**src/rtl/core/ftcc_pkg.sv**
```systemverilog
// Shared types, constants and the month-length table for the frame tick
// calendar clock. No dependencies.
package ftcc_pkg;

    typedef enum logic {
        OP_TICK = 1'b0,
        OP_LOAD = 1'b1
    } ftcc_op_t;

    localparam logic [7:0] FPS_RESET       = 8'd60;
    localparam logic [6:0] SEC_PER_MIN     = 7'd60;
    localparam logic [6:0] MIN_PER_HOUR    = 7'd60;
    localparam logic [5:0] HOUR_PER_DAY    = 6'd24;
    localparam logic [3:0] MONTHS_PER_YEAR = 4'd12;
    localparam logic [4:0] DAY_FIRST       = 5'd1;
    localparam logic [4:0] DAY_LEN_DEFAULT = 5'd31;

    typedef struct packed {
        ftcc_op_t    op;
        logic [5:0]  load_seconds;
        logic [5:0]  load_minutes;
        logic [4:0]  load_hours;
        logic [4:0]  load_day;
        logic [3:0]  load_month;
        logic [15:0] load_year;
    } ftcc_in_t;

    typedef struct packed {
        logic [7:0]  frame_count;
        logic [15:0] total_frames;
        logic [5:0]  cur_seconds;
        logic [5:0]  cur_minutes;
        logic [4:0]  cur_hours;
        logic [4:0]  cur_day;
        logic [3:0]  cur_month;
        logic [15:0] cur_year;
    } ftcc_out_t;

    // Non-leap month lengths; months 12..15 count as 31 days.
    function automatic logic [4:0] month_len(input logic [3:0] month);
        logic [4:0] len;
        unique case (month)
            4'd1:                         len = 5'd28;
            4'd3, 4'd5, 4'd8, 4'd10:      len = 5'd30;
            default:                      len = DAY_LEN_DEFAULT;
        endcase
        return len;
    endfunction

endpackage

```
**src/rtl/core/ftcc_calc.sv**
```systemverilog
// Next-time logic: one tick or one load applied to the current time.
// Depends on ftcc_pkg.
module ftcc_calc (
    input  ftcc_pkg::ftcc_out_t cur,
    input  ftcc_pkg::ftcc_in_t  item,
    input  logic [7:0]          fps,
    output ftcc_pkg::ftcc_out_t nxt
);
    import ftcc_pkg::*;

    logic [8:0] frame_inc;
    logic [6:0] sec_inc;
    logic [6:0] min_inc;
    logic [5:0] hour_inc;
    logic [4:0] day_inc;
    logic [3:0] month_inc;
    logic       sec_step, min_step, hour_step, day_step, month_step, year_step;
    logic       sec_wrap, min_wrap, hour_wrap, day_wrap, month_wrap;

    always_comb begin
        frame_inc = {1'b0, cur.frame_count} + 9'd1;
        sec_inc   = {1'b0, cur.cur_seconds} + 7'd1;
        min_inc   = {1'b0, cur.cur_minutes} + 7'd1;
        hour_inc  = {1'b0, cur.cur_hours} + 6'd1;
        day_inc   = cur.cur_day + 5'd1;
        month_inc = cur.cur_month + 4'd1;

        // fps of zero carries on every tick
        sec_step   = (frame_inc >= {1'b0, fps});
        sec_wrap   = (sec_inc >= SEC_PER_MIN);
        min_step   = sec_step & sec_wrap;
        min_wrap   = (min_inc >= MIN_PER_HOUR);
        hour_step  = min_step & min_wrap;
        hour_wrap  = (hour_inc >= HOUR_PER_DAY);
        day_step   = hour_step & hour_wrap;
        day_wrap   = (day_inc == 5'd0) || (day_inc > month_len(cur.cur_month));
        month_step = day_step & day_wrap;
        month_wrap = (month_inc == 4'd0) || (month_inc >= MONTHS_PER_YEAR);
        year_step  = month_step & month_wrap;

        nxt = cur;
        if (item.op == OP_LOAD) begin
            nxt.cur_seconds = item.load_seconds;
            nxt.cur_minutes = item.load_minutes;
            nxt.cur_hours   = item.load_hours;
            nxt.cur_day     = item.load_day;
            nxt.cur_month   = item.load_month;
            nxt.cur_year    = item.load_year;
        end else begin
            nxt.total_frames = cur.total_frames + 16'd1;
            nxt.frame_count  = sec_step ? 8'd0 : frame_inc[7:0];
            if (sec_step) begin
                nxt.cur_seconds = sec_wrap ? 6'd0 : sec_inc[5:0];
            end
            if (min_step) begin
                nxt.cur_minutes = min_wrap ? 6'd0 : min_inc[5:0];
            end
            if (hour_step) begin
                nxt.cur_hours = hour_wrap ? 5'd0 : hour_inc[4:0];
            end
            if (day_step) begin
                nxt.cur_day = day_wrap ? DAY_FIRST : day_inc;
            end
            if (month_step) begin
                nxt.cur_month = month_wrap ? 4'd0 : month_inc;
            end
            if (year_step) begin
                nxt.cur_year = cur.cur_year + 16'd1;
            end
        end
    end

endmodule

```
**src/rtl/core/ftcc_outbuf.sv**
```systemverilog
// Two-entry result buffer (output register plus skid register) so the
// input side keeps flowing while a result waits. Depends on ftcc_pkg.
module ftcc_outbuf (
    input  logic                aclk,
    input  logic                aresetn,
    input  logic                in_valid,
    output logic                in_ready,
    input  ftcc_pkg::ftcc_out_t in_data,
    output logic                out_valid,
    input  logic                out_ready,
    output ftcc_pkg::ftcc_out_t out_data
);
    import ftcc_pkg::*;

    logic      out_valid_reg, out_valid_next;
    logic      skid_valid_reg, skid_valid_next;
    ftcc_out_t out_data_reg, out_data_next;
    ftcc_out_t skid_data_reg, skid_data_next;
    logic      push, pop;

    assign in_ready  = !skid_valid_reg;
    assign out_valid = out_valid_reg;
    assign out_data  = out_data_reg;
    assign push      = in_valid && in_ready;
    assign pop       = out_valid_reg && out_ready;

    always_comb begin
        out_valid_next  = out_valid_reg;
        skid_valid_next = skid_valid_reg;
        out_data_next   = out_data_reg;
        skid_data_next  = skid_data_reg;
        if (!out_valid_reg || pop) begin
            // skid holds the older item; push cannot happen while it is full
            out_valid_next  = skid_valid_reg || push;
            out_data_next   = skid_valid_reg ? skid_data_reg : in_data;
            skid_valid_next = 1'b0;
        end else if (push) begin
            skid_valid_next = 1'b1;
            skid_data_next  = in_data;
        end
    end

    always_ff @(posedge aclk) begin
        if (!aresetn) begin
            out_valid_reg  <= 1'b0;
            skid_valid_reg <= 1'b0;
        end else begin
            out_valid_reg  <= out_valid_next;
            skid_valid_reg <= skid_valid_next;
        end
        out_data_reg  <= out_data_next;
        skid_data_reg <= skid_data_next;
    end

`ifndef SYNTHESIS
    a_skid_needs_out: assert property (@(posedge aclk) disable iff (!aresetn)
        skid_valid_reg |-> out_valid_reg)
        else $error("skid entry held while output register empty");

    a_skid_drains_first: assert property (@(posedge aclk) disable iff (!aresetn)
        (skid_valid_reg && out_ready) |=> (out_valid_reg && !skid_valid_reg
            && out_data_reg == $past(skid_data_reg)))
        else $error("skid entry not moved to output on pop");

    a_stalled_out_holds: assert property (@(posedge aclk) disable iff (!aresetn)
        (out_valid_reg && !out_ready) |=> (out_valid_reg
            && out_data_reg == $past(out_data_reg)))
        else $error("stalled result changed");
`endif

endmodule

```
**src/rtl/core/frame_tick_calendar_clock.sv**
```systemverilog
// Frame tick calendar clock top level: time state, frames-per-second
// register, next-time logic and result buffer. Depends on ftcc_pkg,
// ftcc_calc and ftcc_outbuf.
//
// Each accepted item (a frame tick or a time load) updates the time state
// in the cycle it is taken and returns one result with all time fields as
// they stand after that item. One item per clock is accepted while s_ready
// is high; the result is registered in the result buffer for m_data. The
// two-entry buffer keeps s_ready high while one result waits on m_ready,
// so input stalls only after two results wait. The whole tick carry chain
// (frames, seconds, minutes, hours, day, month, year) is combinational. A
// write to frames_per_second takes effect for the next item.
module frame_tick_calendar_clock (
    input  logic                aclk,
    input  logic                aresetn,
    input  logic                cfg_wr_en,
    input  logic [7:0]          cfg_wr_data,
    input  logic                s_valid,
    output logic                s_ready,
    input  ftcc_pkg::ftcc_in_t  s_data,
    output logic                m_valid,
    input  logic                m_ready,
    output ftcc_pkg::ftcc_out_t m_data
);
    import ftcc_pkg::*;

    localparam ftcc_out_t TIME_RESET = '{
        frame_count:  8'd0,
        total_frames: 16'd0,
        cur_seconds:  6'd0,
        cur_minutes:  6'd0,
        cur_hours:    5'd0,
        cur_day:      DAY_FIRST,
        cur_month:    4'd0,
        cur_year:     16'd0
    };

    logic [7:0] fps_reg;
    ftcc_out_t  time_reg, time_next;
    logic       accept;

    assign accept = s_valid && s_ready;

    ftcc_calc u_calc (
        .cur  (time_reg),
        .item (s_data),
        .fps  (fps_reg),
        .nxt  (time_next)
    );

    ftcc_outbuf u_outbuf (
        .aclk      (aclk),
        .aresetn   (aresetn),
        .in_valid  (s_valid),
        .in_ready  (s_ready),
        .in_data   (time_next),
        .out_valid (m_valid),
        .out_ready (m_ready),
        .out_data  (m_data)
    );

    always_ff @(posedge aclk) begin
        if (!aresetn) begin
            fps_reg  <= FPS_RESET;
            time_reg <= TIME_RESET;
        end else begin
            if (cfg_wr_en) begin
                fps_reg <= cfg_wr_data;
            end
            if (accept) begin
                time_reg <= time_next;
            end
        end
    end

`ifndef SYNTHESIS
    a_idle_holds_time: assert property (@(posedge aclk) disable iff (!aresetn)
        !accept |=> $stable(time_reg))
        else $error("time changed without an item");

    a_tick_counts: assert property (@(posedge aclk) disable iff (!aresetn)
        (accept && s_data.op == OP_TICK) |=>
            (time_reg.total_frames == $past(time_reg.total_frames) + 16'd1))
        else $error("tick did not advance frame count");

    a_load_year: assert property (@(posedge aclk) disable iff (!aresetn)
        (accept && s_data.op == OP_LOAD) |=>
            (time_reg.cur_year == $past(s_data.load_year)
             && time_reg.total_frames == $past(time_reg.total_frames)))
        else $error("load item applied wrongly");

    a_result_matches: assert property (@(posedge aclk) disable iff (!aresetn)
        (accept && !m_valid) |=> (m_valid && m_data == time_reg))
        else $error("result does not match updated time");
`endif

endmodule

```
**config.mk**
```make
export PLATFORM = sky130hd
export DESIGN_NAME = frame_tick_calendar_clock
export DESIGN_NICKNAME = d
export VERILOG_FILES = /design/src/rtl/core/ftcc_pkg.sv /design/src/rtl/core/ftcc_calc.sv /design/src/rtl/core/ftcc_outbuf.sv /design/src/rtl/core/frame_tick_calendar_clock.sv
export SDC_FILE = /design/constraint.sdc
export NUM_CORES = 1
export LEC_CHECK = 0
export ABC_AREA = 1
export ABC_CLOCK_PERIOD_IN_PS = 16530
export BUFFER_PORTS_ARGS = -buffer_cell sky130_fd_sc_hd__buf_2
export CAP_MARGIN = 25
export CORE_MARGIN = 2
export CORE_UTILIZATION = 60
export CTS_CLUSTER_DIAMETER = 40
export DETAILED_ROUTE_END_ITERATION = 8
export PLACE_DENSITY = 0.87
export REMOVE_ABC_BUFFERS = 1
export SYNTH_ARGS = -nofsm -noshare
export SYNTH_HDL_FRONTEND = slang
export SYNTH_HIERARCHICAL = 1
export SYNTH_SLANG_ARGS = --single-unit
```
**constraint.sdc**
```tcl
create_clock -name aclk -period 16.53 [get_ports aclk]
set_clock_uncertainty 0.1 [all_clocks]
set_input_delay 2.4795 -clock aclk [delete_from_list [all_inputs] [get_ports aclk]]
set_output_delay 2.4795 -clock aclk [all_outputs]
set_load 0.01 [all_outputs]
```
==> metrics.csv, run 1 <==
metric;value;unit
status;completed;
layout cells sized above 1;13.4;%
Die Wd;137;um
drt first pass iters;5;
Core Area;17200;sq um
WL per Instance;14.2;um
nets;1512;
leakage;5.87;nW
Tmin final;5.14;ns
placed instance area;11200;sq um
grt total ovfl;0;
CTS sink cnt;208;
VDD IR max;0.0846;mV
top post-synthesis cells by area;edfxtp_1, nand2_1, dfxtp_1, nor2_1, inv_1;
Num CTS Buffers;26;
Post-synth EDFFs;132;
I/O Pins;124;
Post-DRT Antenna Nets;0;
largest net degree at the start of global routing;82;
Post-DP HPWL;14.5;mm
GP Congestion;0.902;
Hold Buf Count CTS;0;
area grow syn2layout;15.0;%
final worst slack;11.39;ns
Worst slew margin;32.0;%
die area;18700;sq um
max-slew violations;0;
crit start category;input port;
H-tree Lvls;1;
Longest Clk Path Bufs;3;
critical path required time;16.72;ns
Worst Path Max Fanout;58;
Distinct cells, synth;41;
GRT Total Usage;25.7;%
Critical Path End Type;flip-flop;
Yosys reg bits;208;
asr flop ratio synth;0;%
first-pass GRT wire length;38.8;mm
post-synthesis sequential area ratio;51.9;%
Core Rows;48;
Clk pin slew, worst setup/hold paths;0.06;ns
Avg Cell Area, Syn;7.96;sq um
Initial DRC Count;739;
die height;137;um
HP Class;reg -> reg;
initial antenna violation count;0;
postcts setup bufs;0;
Vias/cell;5.24;
Syn Std Cell Area;10600;sq um
CTS tree;done;
pwr/cell area;114;nW/um^2
antenna cells;0;
Fmax achieved;195;MHz
Initial Utilization;61.3;%
Mapped Cells;1329;
Core Util, Final;70.5;%
Root Driver;clkbuf_16;
CP arrival;5.32;ns
crit share post-route;31.1;%
crit path kind;in -> reg;
pre-CTS WS;10.93;ns
ys flop type;edfxtp_1;
post-CTS sizing;0;
clock latency at the later pin of the worst-skew pair;0.53;ns
dominant cell by count in the synthesized netlist;nand2_1;
post-synth top area share;37.5;%
Hold Vio Cnt, Final;0;
IO Port Bufs;123;
Final Power;1.39;mW
Yosys top cell by area;edfxtp_1;
total negative setup slack;0;ns
Fillers;1244;
# DRC;0;
synth warn;6;
Design Area, Final;12200;sq um
most common library cells after synthesis;nand2_1, nor2_1, inv_1;
via count;8796;
drt total wl;23.8;mm
vias in the first global route;8220;
max capacitance violation total;0;
# setup viols final;0;
RSZ-0062 raised after global routing;no;
Worst Max-Slew Pin Slew;1.02;ns
[routing by layer]
layer  routed length, um  part of all wire (%)  track usage [%]  vias to the layer above
li1                    -                     -                -                     4398
met4                 503                   2.1             8.16                        0
met5                   0                     0                0                        -
met3                1880                   7.9             4.26                       43
met2               11700                    49             44.9                      368
met1                9730                    41             32.6                     3987
[logic make-up after synthesis]
group                    synth area share [%]
AND/OR/NAND/NOR                          31.0
buffers and inverters                    8.58
XOR/XNOR                                 2.73
AO/OA/AOI/OAI                            3.14
flip-flops                               51.9
adder cells (fa/ha/maj)                  2.72
[layout make-up]
cell class                      instances  area (sq um)  area share, %
Clock buffer                           34           743           6.11
Clock inverter                         14           196           1.62
Inverter                              154           578           4.76
Multi-Input combinational cell        913          4200           34.6
Sequential cell                       208          5490           45.1
Tap cell                              225           282           2.32
Timing Repair Buffer                  130           668           5.50
[critical path, stage by stage]
cell	delay, ns
buf_2	0.09
buf_4	0.31
inv_2	0.78
nand4_1	0.27
nand3b_1	0.28
nor2_1	0.24
nand3_1	0.17
nor4b_1	0.34
xor2_1	0.16
nand2_1	0.10
nand2_1	0.05
[through the flow]
step	hold slack [ns]	cells
floorplan	0.329	1275
global placement	0.340	1630
detailed placement	0.351	1630
CTS	0.367	1678
global route	0.388	1678
finish	0.360	1678
[final timing paths]
path | start | to | slack [ns] | depth (start not counted)
max | s_data[42] | u_outbuf/out_data[57]$_DFFE_PP_ | 11.39 | 11
min | fps_reg[5]$_SDFFE_PN1P_ | fps_reg[5]$_SDFFE_PN1P_ | 0.36 | 2
max reg2reg | time_reg[17]$_SDFFE_PN0P_ | u_outbuf/out_data[3]$_DFFE_PP_ | 12.61 | 18
min reg2reg | fps_reg[5]$_SDFFE_PN1P_ | fps_reg[5]$_SDFFE_PN1P_ | 0.36 | 2
[cells in the final DEF, fill, tap and decap left out, types with 5 or more instances in the layout]
cell       instances
a21oi_1           11
a31oi_1            6
buf_2            123
buf_4              7
clkbuf_16         28
dfxtp_1           75
edfxtp_1         132
ha_1              23
inv_1            151
nand2_1          489
nand2_4            5
nand3_1           87
nand4_1           12
nor2_1           177
nor3_1             8
o21ai_0           31
xnor2_1           10
xor2_1            23
[report_power, final]
part	internal (mW)	total [mW]	switching, mW
Sequential	0.598	0.621	0.0232
Clock	0.382	0.606	0.224
Combinational	0.0564	0.162	0.105
(Power assumes the default switching activity.)
==> inputs of run 2 (changes only) <==
--- a/config.mk
+++ b/config.mk
@@ -5,15 +5,15 @@
 export SDC_FILE = /design/constraint.sdc
 export NUM_CORES = 1
 export LEC_CHECK = 0
-export ABC_AREA = 1
-export ABC_CLOCK_PERIOD_IN_PS = 16530
+export ABC_AREA = 0
+export ABC_CLOCK_PERIOD_IN_PS = 5200
 export BUFFER_PORTS_ARGS = -buffer_cell sky130_fd_sc_hd__buf_2
 export CAP_MARGIN = 25
 export CORE_MARGIN = 2
-export CORE_UTILIZATION = 60
+export CORE_UTILIZATION = 59
 export CTS_CLUSTER_DIAMETER = 40
 export DETAILED_ROUTE_END_ITERATION = 8
-export PLACE_DENSITY = 0.87
+export PLACE_DENSITY = 0.86
 export REMOVE_ABC_BUFFERS = 1
 export SYNTH_ARGS = -nofsm -noshare
 export SYNTH_HDL_FRONTEND = slang
==> constraint.sdc (replaced) <==
create_clock -name aclk -period 5.2 [get_ports aclk]
set_clock_uncertainty 0.1 [all_clocks]
set_input_delay 0.78 -clock aclk [delete_from_list [all_inputs] [get_ports aclk]]
set_output_delay 0.78 -clock aclk [all_outputs]
set_load 0.01 [all_outputs]
==> metrics.csv, run 2 <==
metric;value;unit;change
post-synth top area share;37.6;%;+0.080 points
drt total wl;23.9;mm;+0.34%
Post-synth EDFFs;132;;unchanged
GP Congestion;0.868;;-3.7%
reg-to-reg slack, setup;1.25;ns;-11.36 ns
I/O Pins;124;;unchanged
Longest Clk Path Bufs;3;;unchanged
FF-to-FF Start;time_reg[58]$_SDFFE_PN0P_;;
max capacitance violation total;0;;unchanged
Fmax achieved;253;MHz;
antenna cells;0;;unchanged
Worst Max-Slew Pin Slew;1.04;ns;+0.0204 ns
leakage;4.51;nW;-23%
H-tree Lvls;1;;unchanged
die height;138;um;+0.72%
largest net degree at the start of global routing;97;;+18%
Avg Cell Area, Syn;10.8;sq um;+36%
Worst Path Max Fanout;21;;-64%
critical path cell sequence;ha_1, nand4_1, xnor2_1, ha_1, nand3_1, or3_4, o22ai_4, o21ai_4, or4_4, xor2_1, o21ai_1, mux2_2;;
Hold Buf Count CTS;0;;unchanged
area grow syn2layout;14.2;%;
CP dominant cell by count;ha_1;;
max-slew violations;0;;unchanged
drt first pass iters;8;;+3
grt total ovfl;0;;unchanged
Hold Path Origin;time_reg[51]$_SDFFE_PN0P_;;
Core Area;17400;sq um;+1.0%
most common library cells after synthesis;nand2_1, edfxtp_1, dfxtp_1;;
die area;19000;sq um;+1.4%
top post-synthesis cells by area;edfxtp_1, dfxtp_1, mux2_2, nand2_1, nand4_1;;
Distinct cells, synth;77;;+88%
Initial DRC Count;487;;-34%
crit share post-route;76.1;%;
vias in the first global route;7634;;-7.1%
pwr/cell area;333;nW/um^2;+190%
asr flop ratio synth;0;%;unchanged
total negative setup slack;0;ns;unchanged
post-synthesis sequential area ratio;52.0;%;+0.11 points
HP Class;reg -> reg;;
critical path required time;5.36;ns;-11.36 ns
Mapped Cells;975;;-27%
initial antenna violation count;0;;unchanged
Vias/cell;6.14;;+17%
Critical Path End Type;flip-flop;;
commonest non-fill, non-tap cells in the layout;nand2_1, edfxtp_1, buf_2;;
GRT Total Usage;25.2;%;-0.52 points
Yosys reg bits;208;;unchanged
Syn Std Cell Area;10600;sq um;-0.21%
post-CTS sizing;0;;unchanged
# DRC;0;;unchanged
layout cells sized above 1;25.3;%;+12 points
Tmin final;3.95;ns;
Top delay family on crit path;simple AND/OR/NAND/NOR gates;;
clock latency at the later pin of the worst-skew pair;0.51;ns;-0.02 ns
# setup viols final;0;;unchanged
CP max-delay cell;or4_4;;
reg-to-reg endpoint;u_outbuf/out_data[4]$_DFFE_PP_;;
Num CTS Buffers;25;;-3.8%
Core Rows;48;;unchanged
Initial Utilization;60.6;%;-0.76 points
Post-DRT Antenna Nets;0;;unchanged
IO Port Bufs;123;;unchanged
WL per Instance;18.1;um;+28%
Worst setup endpoint;u_outbuf/out_data[4]$_DFFE_PP_;;
crit path kind;reg -> reg;;
final worst slack;1.25;ns;-10.15 ns
ys flop type;edfxtp_1;;
CTS tree;done;;
CTS sink cnt;208;;unchanged
critical path depth;12;;+1
Critical path origin;time_reg[58]$_SDFFE_PN0P_;;
commonest non-fill, non-tap cell in the layout;nand2_1;;
RSZ-0062 raised after global routing;no;;
Root Driver;clkbuf_16;;
CP arrival;4.12;ns;-1.20 ns
Clk pin slew, worst setup/hold paths;0.06;ns;about the same
VDD IR max;0.270;mV;+220%
Fillers;1303;;+4.7%
via count;8087;;-8.1%
Yosys top cell by area;edfxtp_1;;
max incr delay on CP;0.60;ns;-0.18 ns
Buffers & Inverters on Critical Path;0;;-3
crit start category;flip-flop;;
Die Wd;138;um;+0.72%
dominant cell by count in the synthesized netlist;nand2_1;;
Reg2Reg Depth;12;;-6
Worst Hold Depth;2;;unchanged
status;completed;;
first-pass GRT wire length;38.2;mm;-1.3%
pre-CTS WS;1.29;ns;-9.64 ns
Post-DP HPWL;14.8;mm;+2.3%
synth warn;6;;unchanged
Worst slew margin;30.6;%;-1.4 points
nets;1152;;-24%
postcts setup bufs;0;;unchanged
Hold Vio Cnt, Final;0;;unchanged
## run 2: routing by layer
metal	global-route usage (%)	wire length, um
met1	33.7	10100
met2	42.5	11600
met3	4.05	1730
met4	7.37	462
met5	0	0
## run 2: worst min-delay path by stage
stage                                      endpoint  slack, ns
final                     time_reg[51]$_SDFFE_PN0P_       0.37
after global placement      fps_reg[4]$_SDFFE_PN1P_       0.36
after CTS                   fps_reg[3]$_SDFFE_PN1P_       0.37
after detailed placement  time_reg[51]$_SDFFE_PN0P_       0.36
after floorplan             fps_reg[2]$_SDFFE_PN1P_       0.34
after global routing        fps_reg[3]$_SDFFE_PN1P_       0.37
## run 2: kinds of logic after synthesis
kind of cell	synth area share, %
buf+inv	4.17
simple gates	17.4
xor+xnor	2.91
fa+ha+maj	2.92
mux	9.15
compound gates	11.5
flops	52.0
## run 2: final cells by class
type	instances	area, sq um	share of cell area [%]
timing repair buffer	135	708	5.88
multi-input combinational	681	4640	38.5
inverter	22	82.6	0.685
clock buffer	31	658	5.46
clock inverter	15	190	1.58
tap	225	282	2.34
sequential	208	5490	45.6
## run 2: through the flow
step / power (mW) / hold WS, ns / utilization, % / instances / area, sq um
after detailed placement: 2.30 / 0.363 / 64.3 / 1271 / 11200
after global placement: 2.28 / 0.356 / 64.3 / 1271 / 11200
after CTS: 4.04 / 0.367 / 69.2 / 1317 / 12000
after floorplan: 2.13 / 0.340 / - / 911 / 10200
final: 4.01 / 0.371 / 69.2 / 1317 / 12000
after global routing: 4.15 / 0.368 / 69.2 / 1317 / 12000
## run 2: power by group
part	total, mW	leakage (nW)	switching (mW)	internal (mW)
Clock	1.74	0.405	0.714	1.03
Sequential	1.91	1.93	0.0539	1.85
Combinational	0.358	2.17	0.215	0.144
Total	4.01	4.51	0.983	3.02
## run 2: worst register-to-register path: stages, from the launching register on
cell	delay (ns)
dfxtp_1	0.45
ha_1	0.32
nand4_1	0.19
xnor2_1	0.18
ha_1	0.32
nand3_1	0.10
or3_4	0.41
o22ai_4	0.22
o21ai_4	0.22
or4_4	0.61
xor2_1	0.17
o21ai_1	0.12
mux2_2	0.29
==> inputs of run 3 (changes only) <==
--- a/config.mk
+++ b/config.mk
@@ -6,14 +6,14 @@
 export NUM_CORES = 1
 export LEC_CHECK = 0
 export ABC_AREA = 0
-export ABC_CLOCK_PERIOD_IN_PS = 5200
+export ABC_CLOCK_PERIOD_IN_PS = 3400
 export BUFFER_PORTS_ARGS = -buffer_cell sky130_fd_sc_hd__buf_2
 export CAP_MARGIN = 25
 export CORE_MARGIN = 2
-export CORE_UTILIZATION = 59
+export CORE_UTILIZATION = 53
 export CTS_CLUSTER_DIAMETER = 40
 export DETAILED_ROUTE_END_ITERATION = 8
-export PLACE_DENSITY = 0.86
+export PLACE_DENSITY = 0.81
 export REMOVE_ABC_BUFFERS = 1
 export SYNTH_ARGS = -nofsm -noshare
 export SYNTH_HDL_FRONTEND = slang
==> constraint.sdc (replaced) <==
create_clock -name aclk -period 3.4 [get_ports aclk]
set_clock_uncertainty 0.1 [all_clocks]
set_input_delay 0.51 -clock aclk [delete_from_list [all_inputs] [get_ports aclk]]
set_output_delay 0.51 -clock aclk [all_outputs]
set_load 0.01 [all_outputs]
==> metrics.csv, run 3 (synthesis gave the netlist of run 2 again) <==
metric;value;unit;change
status;finished with violations;;
failing checks;setup timing;;
crit path kind;reg -> reg;;
Design Area, Final;13000;sq um;+8.1%
Root Driver;clkbuf_16;;
Die Wd;145;um;+5.3%
drt total wl;26.1;mm;+9.3%
placed instance area;11800;sq um;+5.1%
Core Area;19500;sq um;+12%
Initial Utilization;54.0;%;-6.5 points
Hold Buf Count CTS;0;;unchanged
first-pass GRT wire length;42.6;mm;+11%
final worst slack;-0.0149;ns;-1.26 ns
Fmax achieved;293;MHz;+16%
reg-to-reg endpoint;u_outbuf/out_data[4]$_DFFE_PP_;;
Core Util, Final;66.7;%;-2.5 points
max capacitance violation total;0;;unchanged
Reg2Reg Depth;13;;+1
initial antenna violation count;0;;unchanged
Initial DRC Count;658;;+35%
VDD IR max;0.422;mV;+57%
grt total ovfl;0;;unchanged
IO Port Bufs;123;;unchanged
Critical Path End Type;flip-flop;;
Worst slew margin;28.2;%;-2.4 points
commonest non-fill, non-tap cell in the layout;nand2_1;;
Max Used Layer;met4;;
Hold Vio Cnt, Final;0;;unchanged
Core Rows;51;;+6.3%
reg-to-reg slack, setup;-0.01;ns;-1.26 ns
Clk pin slew, worst setup/hold paths;0.06;ns;about the same
WL met2;12.9;mm;+11%
GRT Total Usage;24.4;%;-0.84 points
Longest Clk Path Bufs;3;;unchanged
Post-DP HPWL;16.2;mm;+9.4%
commonest non-fill, non-tap cells in the layout;nand2_1, edfxtp_1, buf_2;;
metal1 wirelength;10.9;mm;+7.7%
Post-DRT Antenna Nets;0;;unchanged
HP Class;in -> reg;;
# setup viols final;2;;+2
crit start category;flip-flop;;
I/O Pins;124;;unchanged
Worst Hold Depth;3;;+1
pwr/cell area;486;nW/um^2;+46%
WL per Instance;18.2;um;+0.28%
max-slew violations;0;;unchanged
# DRC;0;;unchanged
Min-Delay Endpoint;fps_reg[3]$_SDFFE_PN1P_;;
Hold Path Origin;cfg_wr_data[3];;
layout cells sized above 1;33.0;%;+7.7 points
antenna cells;0;;unchanged
clock latency at the later pin of the worst-skew pair;0.53;ns;+0.02 ns
leakage;5.11;nW;+13%
via count;8470;;+4.7%
area grow syn2layout;23.4;%;
FF-to-FF Start;time_reg[60]$_SDFFE_PN0P_;;
Num CTS Buffers;27;;+8.0%
nets;1230;;+6.8%
Vias/cell;5.90;;-3.9%
Storage cell area;5500;sq um;+0.18%
Worst Path Max Fanout;3;;-86%
die area;21100;sq um;+11%
largest net degree at the start of global routing;76;;-22%
die height;145;um;+5.3%
crit share post-route;100;%;+24 points
Fin Hold WS;0.111;ns;-0.260 ns
metal3 WL;1.70;mm;-2.1%
vias in the first global route;8503;;+11%
Fillers;1479;;+14%
Worst Max-Slew Pin Slew;1.07;ns;+0.0287 ns
CP arrival;3.59;ns;-0.53 ns
area of the multi-input gates;4910;sq um;+6.0%
H-tree Lvls;1;;unchanged
CTS sink cnt;208;;unchanged
CTS tree;done;;
Tmin final;3.41;ns;-0.540 ns
critical path required time;3.57;ns;-1.79 ns
RSZ-0062 raised after global routing;yes;;
GP Congestion;0.915;;+5.4%
drt first pass iters;6;;-2
[run 3: area by class of cell]
| class | count | area share (%) |
|---|---|---|
| timing repair buffer | 211 | 10.1 |
| tap | 265 | 2.55 |
| sequential | 208 | 42.2 |
| inverter | 22 | 0.634 |
| multi-input combinational | 681 | 37.7 |
| clock inverter | 17 | 1.24 |
| clock buffer | 32 | 5.56 |
[run 3: where the power goes]
group          internal [mW]  leakage [nW]  switching (mW)
Sequential              2.84          1.94          0.0838
Combinational          0.283          2.74           0.361
Clock                   1.68         0.428            1.08
[run 3: repair_timing]
item | CTS | global route
resized for setup | 22 | 55
setup endpoints to repair | 88 | 93
setup buffers | 4 | 4
pin swaps | 10 | 24
[run 3: per-layer routing]
layer,vias to the layer above,track usage (%)
li1,4000,-
met1,4083,31.0
met2,332,42.6
met3,55,3.65
met4,0,8.24
met5,-,0
[run 3: stage by stage]
| step | instances | total power [mW] | setup TNS [ns] | setup WS (ns) |
|---|---|---|---|---|
| 2_1_floorplan | 911 | 3.26 | -341.65 | -4.37 |
| 3_3_place_gp | 1379 | 3.56 | -0.669 | -0.109 |
| 3_5_place_dp | 1379 | 3.58 | -5.84 | -0.269 |
| 4_1_cts | 1432 | 6.34 | -0.0173 | -0.0173 |
| 5_1_grt | 1436 | 6.54 | -2.99 | -0.141 |
| 6_report | 1436 | 6.32 | -0.0160 | -0.0149 |
[run 3: worst max-delay path, stage by stage (launching register included)]
cell and delay (ns):
dfxtp_2 0.34, and2_4 0.15, nand4_1 0.12, buf_4 0.17, xnor2_1 0.12, ha_1 0.29
nand3_2 0.07, or3_4 0.39, o22ai_4 0.21, o21ai_4 0.09, or4_4 0.56, xor2_1 0.17
o21ai_1 0.09, mux2_2 0.29
[run 3: worst max path at each step]
stage | startpoint | endpoint | slack [ns]
after floorplan | m_ready | u_outbuf/skid_data_reg[0]$_DFFE_PP_ | -4.37
after global placement | time_reg[61]$_SDFFE_PN0P_ | u_outbuf/out_data[5]$_DFFE_PP_ | -0.11
after detailed placement | time_reg[60]$_SDFFE_PN0P_ | u_outbuf/out_data[5]$_DFFE_PP_ | -0.27
after CTS | time_reg[61]$_SDFFE_PN0P_ | u_outbuf/out_data[4]$_DFFE_PP_ | -0.02
after global routing | time_reg[61]$_SDFFE_PN0P_ | u_outbuf/out_data[0]$_DFFE_PP_ | -0.14
final | time_reg[60]$_SDFFE_PN0P_ | u_outbuf/out_data[4]$_DFFE_PP_ | -0.01
